## src/lbda_pkg.sv

```systemverilog
`default_nettype none

package lbda_pkg;

  // Limits of the block
  localparam int MAX_OUT_COLUMNS = 1024;
  localparam int MAX_BLOCK       = 64;
  localparam int MAX_IMAGE_WIDTH = 4096;
  localparam int SHADE_COUNT     = 8;

  // Field and counter widths
  localparam int PIX_W      = 8;
  localparam int DIM_W      = 13;
  localparam int POS_W      = 12;
  localparam int BLK_W      = 7;
  localparam int CIB_W      = 6;
  localparam int OCOL_W     = 11;
  localparam int IDX_W      = 10;
  localparam int LVL_W      = 3;
  localparam int CHAR_W     = 7;
  localparam int LUMA_W     = 18;
  localparam int RBS_W      = 24;
  localparam int ACC_W      = 30;
  localparam int AREA_W     = 13;
  localparam int UNIT_W     = 27;
  localparam int THR_N      = SHADE_COUNT - 1;
  localparam int CFG_IDX_W  = 3;
  localparam int CFG_DATA_W = 13;

  // Luma weights in thousandths, and one shade step (32 units) in thousandths
  localparam int LUMA_R    = 299;
  localparam int LUMA_G    = 587;
  localparam int LUMA_B    = 114;
  localparam int SHADE_STEP = 32000;

  // Configuration register indexes
  localparam logic [CFG_IDX_W-1:0] REG_IMAGE_WIDTH  = 3'd0;
  localparam logic [CFG_IDX_W-1:0] REG_IMAGE_HEIGHT = 3'd1;
  localparam logic [CFG_IDX_W-1:0] REG_BLOCK_WIDTH  = 3'd2;
  localparam logic [CFG_IDX_W-1:0] REG_BLOCK_HEIGHT = 3'd3;
  localparam logic [CFG_IDX_W-1:0] REG_INVERT       = 3'd4;

  // Geometry derived from the configuration
  typedef struct packed {
    logic                              busy;
    logic [DIM_W-1:0]                  w;
    logic [DIM_W-1:0]                  h;
    logic [BLK_W-1:0]                  bw;
    logic [BLK_W-1:0]                  bh;
    logic                              invert;
    logic [OCOL_W-1:0]                 ocols;
    logic [DIM_W-1:0]                  span_w;
    logic [DIM_W-1:0]                  span_h;
    logic [THR_N-1:0][ACC_W-1:0]       thr;
  } geom_t;

  // Block-row segment finished by a pixel, sent to the column accumulator
  typedef struct packed {
    logic              valid;
    logic              first;
    logic              last;
    logic [IDX_W-1:0]  idx;
    logic [RBS_W-1:0]  part;
    logic              rend;
    logic              fend;
  } req_t;

  // Completed block sum
  typedef struct packed {
    logic              valid;
    logic [ACC_W-1:0]  acc;
    logic              rend;
    logic              fend;
  } res_t;

  // Shade characters, dark to light
  function automatic logic [CHAR_W-1:0] shade_char(input logic [LVL_W-1:0] sel);
    logic [CHAR_W-1:0] c;
    case (sel)
      3'd0: c = 7'd64;   // '@'
      3'd1: c = 7'd35;   // '#'
      3'd2: c = 7'd37;   // '%'
      3'd3: c = 7'd42;   // '*'
      3'd4: c = 7'd124;  // '|'
      3'd5: c = 7'd45;   // '-'
      3'd6: c = 7'd46;   // '.'
      default: c = 7'd32;  // ' '
    endcase
    return c;
  endfunction

endpackage

`default_nettype wire

```

## src/lbda_div.sv

```systemverilog
`default_nettype none

// Restoring divider, one quotient bit per cycle
module lbda_div (
  input  wire logic                          clk,
  input  wire logic                          rst_n,
  input  wire logic                          start,
  input  wire logic [lbda_pkg::DIM_W-1:0]    dividend,
  input  wire logic [lbda_pkg::BLK_W-1:0]    divisor,
  output logic                               done,
  output logic [lbda_pkg::DIM_W-1:0]         quotient,
  output logic [lbda_pkg::BLK_W-1:0]         remainder
);

  localparam int CNT_W = $clog2(lbda_pkg::DIM_W);

  logic [lbda_pkg::DIM_W-1:0] quo_r;
  logic [lbda_pkg::BLK_W-1:0] rem_r;
  logic [lbda_pkg::BLK_W-1:0] dvs_r;
  logic [CNT_W-1:0]           cnt_r;
  logic                       run_r;
  logic                       done_r;
  logic [lbda_pkg::BLK_W:0]   trial;
  logic                       ge;
  logic                       last_step;

  // Shift in the next dividend bit and try a subtract
  assign trial     = {rem_r, quo_r[lbda_pkg::DIM_W-1]};
  assign ge        = trial >= {1'b0, dvs_r};
  assign last_step = cnt_r == CNT_W'(lbda_pkg::DIM_W - 1);

  // Control
  always_ff @(posedge clk) begin
    if (!rst_n) begin
      run_r  <= 1'b0;
      done_r <= 1'b0;
      cnt_r  <= '0;
    end else if (start) begin
      run_r  <= 1'b1;
      done_r <= 1'b0;
      cnt_r  <= '0;
    end else begin
      done_r <= run_r & last_step;
      if (run_r) begin
        cnt_r <= cnt_r + CNT_W'(1);
        if (last_step) run_r <= 1'b0;
      end
    end
  end

  // Datapath
  always_ff @(posedge clk) begin
    if (start) begin
      quo_r <= dividend;
      rem_r <= '0;
      dvs_r <= divisor;
    end else if (run_r) begin
      quo_r <= {quo_r[lbda_pkg::DIM_W-2:0], ge};
      rem_r <= ge ? lbda_pkg::BLK_W'(trial - {1'b0, dvs_r})
                  : trial[lbda_pkg::BLK_W-1:0];
    end
  end

  assign done      = done_r;
  assign quotient  = quo_r;
  assign remainder = rem_r;

endmodule

`default_nettype wire

```

## src/lbda_cfg.sv

```systemverilog
`default_nettype none

// Configuration registers and derived geometry
module lbda_cfg (
  input  wire logic                              clk,
  input  wire logic                              rst_n,
  input  wire logic                              cfg_we,
  input  wire logic [lbda_pkg::CFG_IDX_W-1:0]    cfg_index,
  input  wire logic [lbda_pkg::CFG_DATA_W-1:0]   cfg_data,
  output lbda_pkg::geom_t                        geom
);

  localparam int ST_W = 4;
  localparam logic [ST_W-1:0] S_IDLE    = 4'd0;
  localparam logic [ST_W-1:0] S_DIVW_GO = 4'd1;
  localparam logic [ST_W-1:0] S_DIVW    = 4'd2;
  localparam logic [ST_W-1:0] S_DIVH_GO = 4'd3;
  localparam logic [ST_W-1:0] S_DIVH    = 4'd4;
  localparam logic [ST_W-1:0] S_SPAN    = 4'd5;
  localparam logic [ST_W-1:0] S_AREA    = 4'd6;
  localparam logic [ST_W-1:0] S_SCALE   = 4'd7;
  localparam logic [ST_W-1:0] S_THR     = 4'd8;

  localparam int DIM_W  = lbda_pkg::DIM_W;
  localparam int BLK_W  = lbda_pkg::BLK_W;
  localparam int ACC_W  = lbda_pkg::ACC_W;
  localparam int THR_CW = $clog2(lbda_pkg::THR_N);

  // Raw registers
  logic [DIM_W-1:0] iw_r, ih_r;
  logic [BLK_W-1:0] ibw_r, ibh_r;
  logic             inv_r;

  // Clamped sizes
  logic [DIM_W-1:0] w_c, h_c;
  logic [BLK_W-1:0] bw_c, bh_c;

  // Sequencer and derived values
  logic [ST_W-1:0]                         state_r, state_nxt;
  logic [lbda_pkg::OCOL_W-1:0]             ocols_r;
  logic [DIM_W-1:0]                        span_w_r, span_h_r;
  logic [lbda_pkg::AREA_W-1:0]             area_r;
  logic [lbda_pkg::UNIT_W-1:0]             unit_r;
  logic [ACC_W-1:0]                        thr_acc_r, thr_acc_nxt;
  logic [lbda_pkg::THR_N-1:0][ACC_W-1:0]   thr_r;
  logic [THR_CW-1:0]                       thr_cnt_r;

  logic                     div_start, div_done;
  logic [DIM_W-1:0]         div_a, div_q;
  logic [BLK_W-1:0]         div_b, div_rem;

  // Register writes
  always_ff @(posedge clk) begin
    if (!rst_n) begin
      iw_r  <= DIM_W'(640);
      ih_r  <= DIM_W'(480);
      ibw_r <= BLK_W'(8);
      ibh_r <= BLK_W'(8);
      inv_r <= 1'b0;
    end else if (cfg_we) begin
      unique case (cfg_index)
        lbda_pkg::REG_IMAGE_WIDTH:  iw_r  <= cfg_data;
        lbda_pkg::REG_IMAGE_HEIGHT: ih_r  <= cfg_data;
        lbda_pkg::REG_BLOCK_WIDTH:  ibw_r <= cfg_data[BLK_W-1:0];
        lbda_pkg::REG_BLOCK_HEIGHT: ibh_r <= cfg_data[BLK_W-1:0];
        lbda_pkg::REG_INVERT:       inv_r <= cfg_data[0];
        default: ;
      endcase
    end
  end

  // Zero reads as one, oversize saturates
  always_comb begin
    w_c  = (iw_r == '0) ? DIM_W'(1) :
           (iw_r > DIM_W'(lbda_pkg::MAX_IMAGE_WIDTH)) ? DIM_W'(lbda_pkg::MAX_IMAGE_WIDTH) : iw_r;
    h_c  = (ih_r == '0) ? DIM_W'(1) :
           (ih_r > DIM_W'(lbda_pkg::MAX_IMAGE_WIDTH)) ? DIM_W'(lbda_pkg::MAX_IMAGE_WIDTH) : ih_r;
    bw_c = (ibw_r == '0) ? BLK_W'(1) :
           (ibw_r > BLK_W'(lbda_pkg::MAX_BLOCK)) ? BLK_W'(lbda_pkg::MAX_BLOCK) : ibw_r;
    bh_c = (ibh_r == '0) ? BLK_W'(1) :
           (ibh_r > BLK_W'(lbda_pkg::MAX_BLOCK)) ? BLK_W'(lbda_pkg::MAX_BLOCK) : ibh_r;
  end

  // Shared divider: blocks per row, then rows per frame
  assign div_start = (state_r == S_DIVW_GO) || (state_r == S_DIVH_GO);
  assign div_a     = (state_r == S_DIVW_GO) ? w_c : h_c;
  assign div_b     = (state_r == S_DIVW_GO) ? bw_c : bh_c;

  lbda_div u_div (
    .clk       (clk),
    .rst_n     (rst_n),
    .start     (div_start),
    .dividend  (div_a),
    .divisor   (div_b),
    .done      (div_done),
    .quotient  (div_q),
    .remainder (div_rem)
  );

  assign thr_acc_nxt = thr_acc_r + ACC_W'(unit_r);

  // Sequencer; any write restarts it
  always_comb begin
    state_nxt = state_r;
    if (cfg_we) begin
      state_nxt = S_DIVW_GO;
    end else begin
      unique case (state_r)
        S_IDLE:    state_nxt = S_IDLE;
        S_DIVW_GO: state_nxt = S_DIVW;
        S_DIVW:    if (div_done) state_nxt = S_DIVH_GO;
        S_DIVH_GO: state_nxt = S_DIVH;
        S_DIVH:    if (div_done) state_nxt = S_SPAN;
        S_SPAN:    state_nxt = S_AREA;
        S_AREA:    state_nxt = S_SCALE;
        S_SCALE:   state_nxt = S_THR;
        S_THR:     if (thr_cnt_r == THR_CW'(lbda_pkg::THR_N - 1)) state_nxt = S_IDLE;
        default:   state_nxt = S_IDLE;
      endcase
    end
  end

  always_ff @(posedge clk) begin
    if (!rst_n) begin
      state_r <= S_DIVW_GO;
    end else begin
      state_r <= state_nxt;
    end
  end

  // Derived values, one step per state
  always_ff @(posedge clk) begin
    if (state_r == S_DIVW && div_done) begin
      ocols_r <= (div_q > DIM_W'(lbda_pkg::MAX_OUT_COLUMNS)) ?
                 lbda_pkg::OCOL_W'(lbda_pkg::MAX_OUT_COLUMNS) :
                 div_q[lbda_pkg::OCOL_W-1:0];
    end
    if (state_r == S_DIVH && div_done) begin
      span_h_r <= h_c - DIM_W'(div_rem);
    end
    if (state_r == S_SPAN) begin
      span_w_r <= DIM_W'(ocols_r) * DIM_W'(bw_c);
    end
    if (state_r == S_AREA) begin
      area_r <= lbda_pkg::AREA_W'(bw_c) * lbda_pkg::AREA_W'(bh_c);
    end
    if (state_r == S_SCALE) begin
      unit_r    <= lbda_pkg::UNIT_W'(area_r) * lbda_pkg::UNIT_W'(lbda_pkg::SHADE_STEP);
      thr_acc_r <= '0;
      thr_cnt_r <= '0;
    end
    // Thresholds k * step * area, one per cycle
    if (state_r == S_THR) begin
      thr_acc_r          <= thr_acc_nxt;
      thr_r[thr_cnt_r]   <= thr_acc_nxt;
      thr_cnt_r          <= thr_cnt_r + THR_CW'(1);
    end
  end

  always_comb begin
    geom.busy   = state_r != S_IDLE;
    geom.w      = w_c;
    geom.h      = h_c;
    geom.bw     = bw_c;
    geom.bh     = bh_c;
    geom.invert = inv_r;
    geom.ocols  = ocols_r;
    geom.span_w = span_w_r;
    geom.span_h = span_h_r;
    geom.thr    = thr_r;
  end

endmodule

`default_nettype wire

```

## config.mk

```make
export PLATFORM = sky130hd
export DESIGN_NAME = lbda_cfg
export DESIGN_NICKNAME = d
export VERILOG_FILES = /design/src/lbda_pkg.sv /design/src/lbda_div.sv /design/src/lbda_cfg.sv
export SDC_FILE = /design/constraint.sdc
export NUM_CORES = 1
export LEC_CHECK = 0
export ABC_AREA = 0
export BUFFER_PORTS_ARGS = -buffer_cell sky130_fd_sc_hd__buf_2
export CELL_PAD_IN_SITES_DETAIL_PLACEMENT = 0
export CELL_PAD_IN_SITES_GLOBAL_PLACEMENT = 1
export CORE_ASPECT_RATIO = 0.9
export CORE_MARGIN = 4
export CORE_UTILIZATION = 45
export DETAILED_ROUTE_END_ITERATION = 10
export GPL_ROUTABILITY_DRIVEN = 0
export PLACE_DENSITY_LB_ADDON = 0.3
export SLEW_MARGIN = 20
export SYNTH_ARGS = -nofsm -noshare
export SYNTH_HDL_FRONTEND = slang
export SYNTH_SLANG_ARGS = --single-unit
```

## constraint.sdc

```tcl
create_clock -name clk -period 8.6 [get_ports clk]
set_input_delay 1.29 -clock clk [delete_from_list [all_inputs] [get_ports clk]]
set_output_delay 1.29 -clock clk [all_outputs]
set_load 0.01 [all_outputs]
```

# After elaboration in Yosys (flattened, before gate mapping)
# Cells that the tools add are included.
# totals
register_bits	390
elab_cells	108
# classes
add_sub_neg	5
multipliers	3
order_cmp	8
n_eq_ne	17
mux	27
bitwise_logic	2
reduce_logical	20
# op_table
operator	n
$bwmux W210	1
$mux W13	7
$demux W30 S3	1
$mux W30	3
$mux W7	6
$pmux W4 S8	1
$add A30 B27 Y30	1
$gt A13 B13 Y1 const B	2
$logic_not A13 Y1	2
$mul A13 B7 Y19 const B	1
$eq A4 B3 Y1 const B	4
$gt A7 B7 Y1 const B	2
$logic_not A7 Y1	2
$gt A13 B11 Y1 const B	1
$mul A11 B7 Y13	1
$mul A7 B7 Y13	1
$sub A13 B7 Y13	1
$mux W4	3
$reduce_and A2 Y1	5
$eq A4 B2 Y1 const B	2
$eq A4 B4 Y1 const B	2
$ge A8 B7 Y1	1
$sub A7 B7 Y7	1
$eq A3 B2 Y1 const B	2
other kinds (20)	29

# Longest topological paths before layout
# depth
ltp_word	5
mapped_depth	20

# By module
# Synthesis repeated with hierarchy kept, for this count alone.
# hier_totals
cells_unflattened	1566
hier_area_um2	18765.5
# modules_own_cells
mod	n_inst	cells_each	area_each_um2	seq_area_each_um2
lbda_cfg	1	1402	16937.5	8348.0
lbda_div	1	164	1828.0	860.8

# Worst setup path after synthesis
# No wires, ideal clock.
# synth_path
path_kind	register -> register
from	register ibw_r[1]
to	register area_r[11] (netlist bit) (data pin)
t_arrival_ns	4.988
required_ns	8.342
setup_slack_ns	3.354
path_stages_with_launch	19
path_buffers	1
period_less_slack_ns	5.246
cell_sequence	dfxtp_1 -> or4_1 -> nor2_1 -> o21bai_1 -> inv_1 -> clkbuf_1 -> nand2_1 -> fa_1 -> fa_1 -> inv_1 -> fa_1 -> inv_1 -> fa_1 -> inv_1 -> ha_1 -> a2111oi_0 -> o31ai_1 -> a21oi_1 -> xnor2_1
# synth_lines
item	line_no	rtl
start, declared	lbda_cfg.sv:31	logic [BLK_W-1:0] ibw_r, ibh_r;
start signal, assigned	lbda_cfg.sv:64	lbda_pkg::REG_BLOCK_WIDTH: ibw_r <= cfg_data[BLK_W-1:0];
end signal, assigned	lbda_cfg.sv:145	area_r <= lbda_pkg::AREA_W'(bw_c) * lbda_pkg::AREA_W'(bh_c);
end, declared	lbda_cfg.sv:42	logic [lbda_pkg::AREA_W-1:0] area_r;

# Worst setup path in the final report
# layout_path
from	register ibw_r[1]
to	register area_r[11] (netlist bit) (data pin)
# layout_between
elab_chain_cells	4
elab_cells_between_ends	5
# layout_lines
item	line_no	rtl
$gt A7 B7 Y1	lbda_cfg.sv:79	(ibw_r > BLK_W'(lbda_pkg::MAX_BLOCK)) ? BLK_W'(lbda_pkg::MAX_BLOCK) : ibw_r;
$mux W7	lbda_cfg.sv:79	
$mux W7 (*)	lbda_cfg.sv:78	bw_c = (ibw_r == '0) ? BLK_W'(1) :
$mul A7 B7 Y13 (*)	lbda_cfg.sv:145	
# Every way passes the cells marked *; elsewhere a longest branch is shown, timed or not.
# A chain may end at the register's enable or synchronous reset.

==> impl_metrics.py <==
metrics = {
    "yosys": {
        "ys_ff_latch": 326,
        "ys_async_sr_fraction": 0,
        "synth_edf_count": 268,
        "avgSynthCellArea_um2": 11.8,
        "synth.yosys.seq_area_share": 0.494,
        "synth.largest_area_cell": "edfxtp_1",
        "netlist_top_cells_area": "edfxtp_1 (43%), fa_1 (11%), ha_1 (8.7%), dfxtp_1 (6.2%), nand2_1 (3.4%)",
        "syn_area_mm2": 0.0187,
        "synth_ff_type": "edfxtp_1",
        "yosysWarnings": 0,
        "syn_inst": 1577,
        "yosys.cell_types.count": 72,
        "post-synth-top-area-fraction": 0.431,
    },
    "die": {
        "die_area_mm2": 0.0448,
        "die_h_um": 201,
        "start_util": 0.457,
        "core_mm2": 0.0408,
        "num_rows": 70,
        "ios": 308,
        "chipWidth_um": 223,
    },
    "clocking": {
        "cts_made_buffers": 37,
        "post_cts_buffers": 0,
        "cts_tree": "done",
        "clk_latency_ns": 0.55,
        "cts.sinks": 326,
        "root_buffer": "clkbuf_16",
        "htreeDepth": 2,
        "clockBufferDepth": 3,
        "path_clk_slew_ns": 0.06,
        "ctsHoldBuffers": 0,
        "cts_resized": 0,
    },
    "worst_setup_path": {
        "r2r_start": "ibw_r[1]",
        "critPathLaunch": "ibw_r[1]",
        "rr_endpoint": "area_r[11]",
        "worstSetupEndpointType": "flop",
        "ff2ff_setup_slack_ns": 3.05,
        "cp-endpoint": "area_r[11]",
        "worst_ep_arrival_time_ns": 5.86,
        "critPathKind": "reg2reg",
        "reg2reg_depth": 17,
        "critPathRequiredTime_ns": 8.90,
        "worstSetupStartpointType": "flop",
        "crit_fanout": 15,
    },
    "place": {
        "port_buffers": 251,
        "hpwl_um": 35100,
        "dpl_cell_area_mm2": 0.0203,
    },
    "global_route": {
        "grt_max_degree": 45,
        "grt_first_pass_wirelength_um": 71300,
        "antenna_found_initial": 0,
        "grt_pass1_vias": 12090,
        "grt.overflow.total": 0,
        "grt_usage": 0.201,
    },
    "sta": {
        "fin_crit_sh": 0.645,
        "min_period_ns": 5.55,
        "tightest_slew_ns": 1.05,
        "max_freq_mhz": 180,
        "setup_viol": 0,
        "timing.final.hold_violations": 0,
        "finalSetupTns_ns": 0,
        "relSlewSlack": 0.294,
        "clock_skew_ns": 0.0248,
        "drv_slew": 0,
        "rsz0062_at_grt": "no",
    },
    "pwr": {
        "p_comb_frac": 0.075,
        "p_leak_nw": 9.23,
        "vdd_ir_drop_max_mv": 0.124,
        "p_sw_w": 0.000823,
        "clkPwrFrac": 0.423,
        "p_per_area_mw_per_mm2": 162,
        "intPower_w": 0.00266,
        "switching_share": 0.237,
        "power_frac_seq": 0.502,
        "totalPowerFinal_w": 0.00348,
    },
    "route": {
        "totalWireLength_um": 45500,
        "drt-initial-drc-count": 868,
        "ant_nets": 0,
        "post_drt_wl_per_cell_um": 18.9,
        "first_pass_iters": 5,
        "num_vias": 12411,
        "drc_errors": 0,
        "vias_per_cell": 5.17,
    },
    "finish": {
        "layout_common_cells": "edfxtp_1 (268), buf_2 (251), nand2_1 (170)",
        "fin_nets": 2089,
        "layout-drive-gt1-share": 0.183,
        "final_common_cell": "edfxtp_1",
        "n_antenna_cell": 0,
        "design_area_mm2": 0.0215,
        "areaGrowthSynthToFinish_pct": 15.0,
    },
    "status": {
        "outcome": "complete, no violations",
    },
    "flow_run": {
        "cap_violations": 0,
    },
    "min_path": {
        "hold_depth": 2,
        "hp-class": "reg2reg",
    },
}
-- critical path, cell delays in order, from the launching register on --
cell	delay (ns)
dfxtp_1	0.32
or4_1	0.51
nor2_1	0.09
o21bai_1	0.15
inv_1	0.42
nand2_1	0.15
fa_1	0.55
fa_1	0.56
inv_1	0.06
fa_1	0.53
inv_1	0.05
fa_1	0.53
inv_1	0.04
ha_1	0.33
a2111oi_0	0.56
o31ai_1	0.16
a21oi_1	0.20
xnor2_1	0.08
-- synthesized netlist by cell type (5+ instances only) --
cell and instances:
a211oi_1 5, a21boi_0 35, a21o_1 17, a21oi_1 49, a221o_1 5, a31oi_1 8
and2_1 80, and3_1 11, buf_4 57, clkbuf_1 39, dfxtp_1 58, edfxtp_1 268
fa_1 104, ha_1 130, inv_1 148, mux2i_1 9, nand2_1 170, nand2b_1 21
nand3_1 20, nand4_1 5, nor2_1 79, nor2b_1 29, nor3_1 20, nor4_1 8
o21ai_0 39, o21bai_1 14, xnor2_1 56, xor2_1 21
-- layout make-up --
| class | count | area (um^2) |
|---|---|---|
| fillers | 3619 | 19400 |
| flip-flops and latches | 326 | 9210 |
| multi-input cells | 1060 | 8550 |
| repair buffers | 263 | 1350 |
| clock buffers | 45 | 956 |
| well taps | 540 | 676 |
| inverters | 148 | 556 |
| clock inverters | 20 | 163 |
-- power groups by stage --
stage                     clock (W)  sequential, W  combinational (W)
after detailed placement          0        0.00178           0.000260
final                       0.00147        0.00175           0.000262
after global routing        0.00158        0.00175           0.000299
after floorplan                   0        0.00177           0.000218
after CTS                   0.00150        0.00175           0.000262
after global placement            0        0.00178           0.000256
-- worst min-delay path by stage --
stage	startpoint	end	slack (ns)
finish	iw_r[8]	iw_r[8]	0.48
global route	iw_r[8]	iw_r[8]	0.50
CTS	iw_r[8]	iw_r[8]	0.48
detailed placement	iw_r[8]	iw_r[8]	0.47
global placement	iw_r[11]	iw_r[11]	0.47
floorplan	ibh_r[0]	ibh_r[0]	0.44
-- sequential cells by signal, summed over array words and instances, names as in the netlist, 7 cells and up --
signal / count
u_div.remainder: 7
u_div.dvs_r: 7
ibh_r: 7
u_div.quotient: 13
geom: 154
area_r: 13
ocols_r: 11
unit_r: 19
iw_r: 13
span_w_r: 13
thr_acc_r: 22
ih_r: 13
ibw_r: 7
span_h_r: 13
-- cell families after synthesis --
| family | count (synthesis) | synth area share |
|---|---|---|
| simple gates | 466 | 0.122 |
| flops | 326 | 0.494 |
| compound gates | 213 | 0.0798 |
| fa+ha+maj | 235 | 0.199 |
| buf+inv | 246 | 0.0610 |
| other cells | 1 | 0.000201 |
| mux | 13 | 0.00724 |
| xor+xnor | 77 | 0.0362 |
-- per-stage QoR --
step / instances / util / worst slack, ns / hold slack, ns
after floorplan: 1632 / - / 3.35 / 0.444
after detailed placement: 2337 / 0.498 / 3.04 / 0.474
final: 2402 / 0.526 / 3.05 / 0.479
after CTS: 2402 / 0.526 / 3.03 / 0.481
after global routing: 2402 / 0.526 / 2.64 / 0.499
after global placement: 2337 / 0.498 / 3.13 / 0.466
-- metal layers --
layer	vias up	wire length, um	GRT usage
li1	5827	-	-
met5	-	0	0
met3	30	3860	0.0474
met1	6120	21600	0.312
met4	0	415	0.0332
met2	434	19600	0.292
Note: power is estimated with default switching activity, not from simulation.
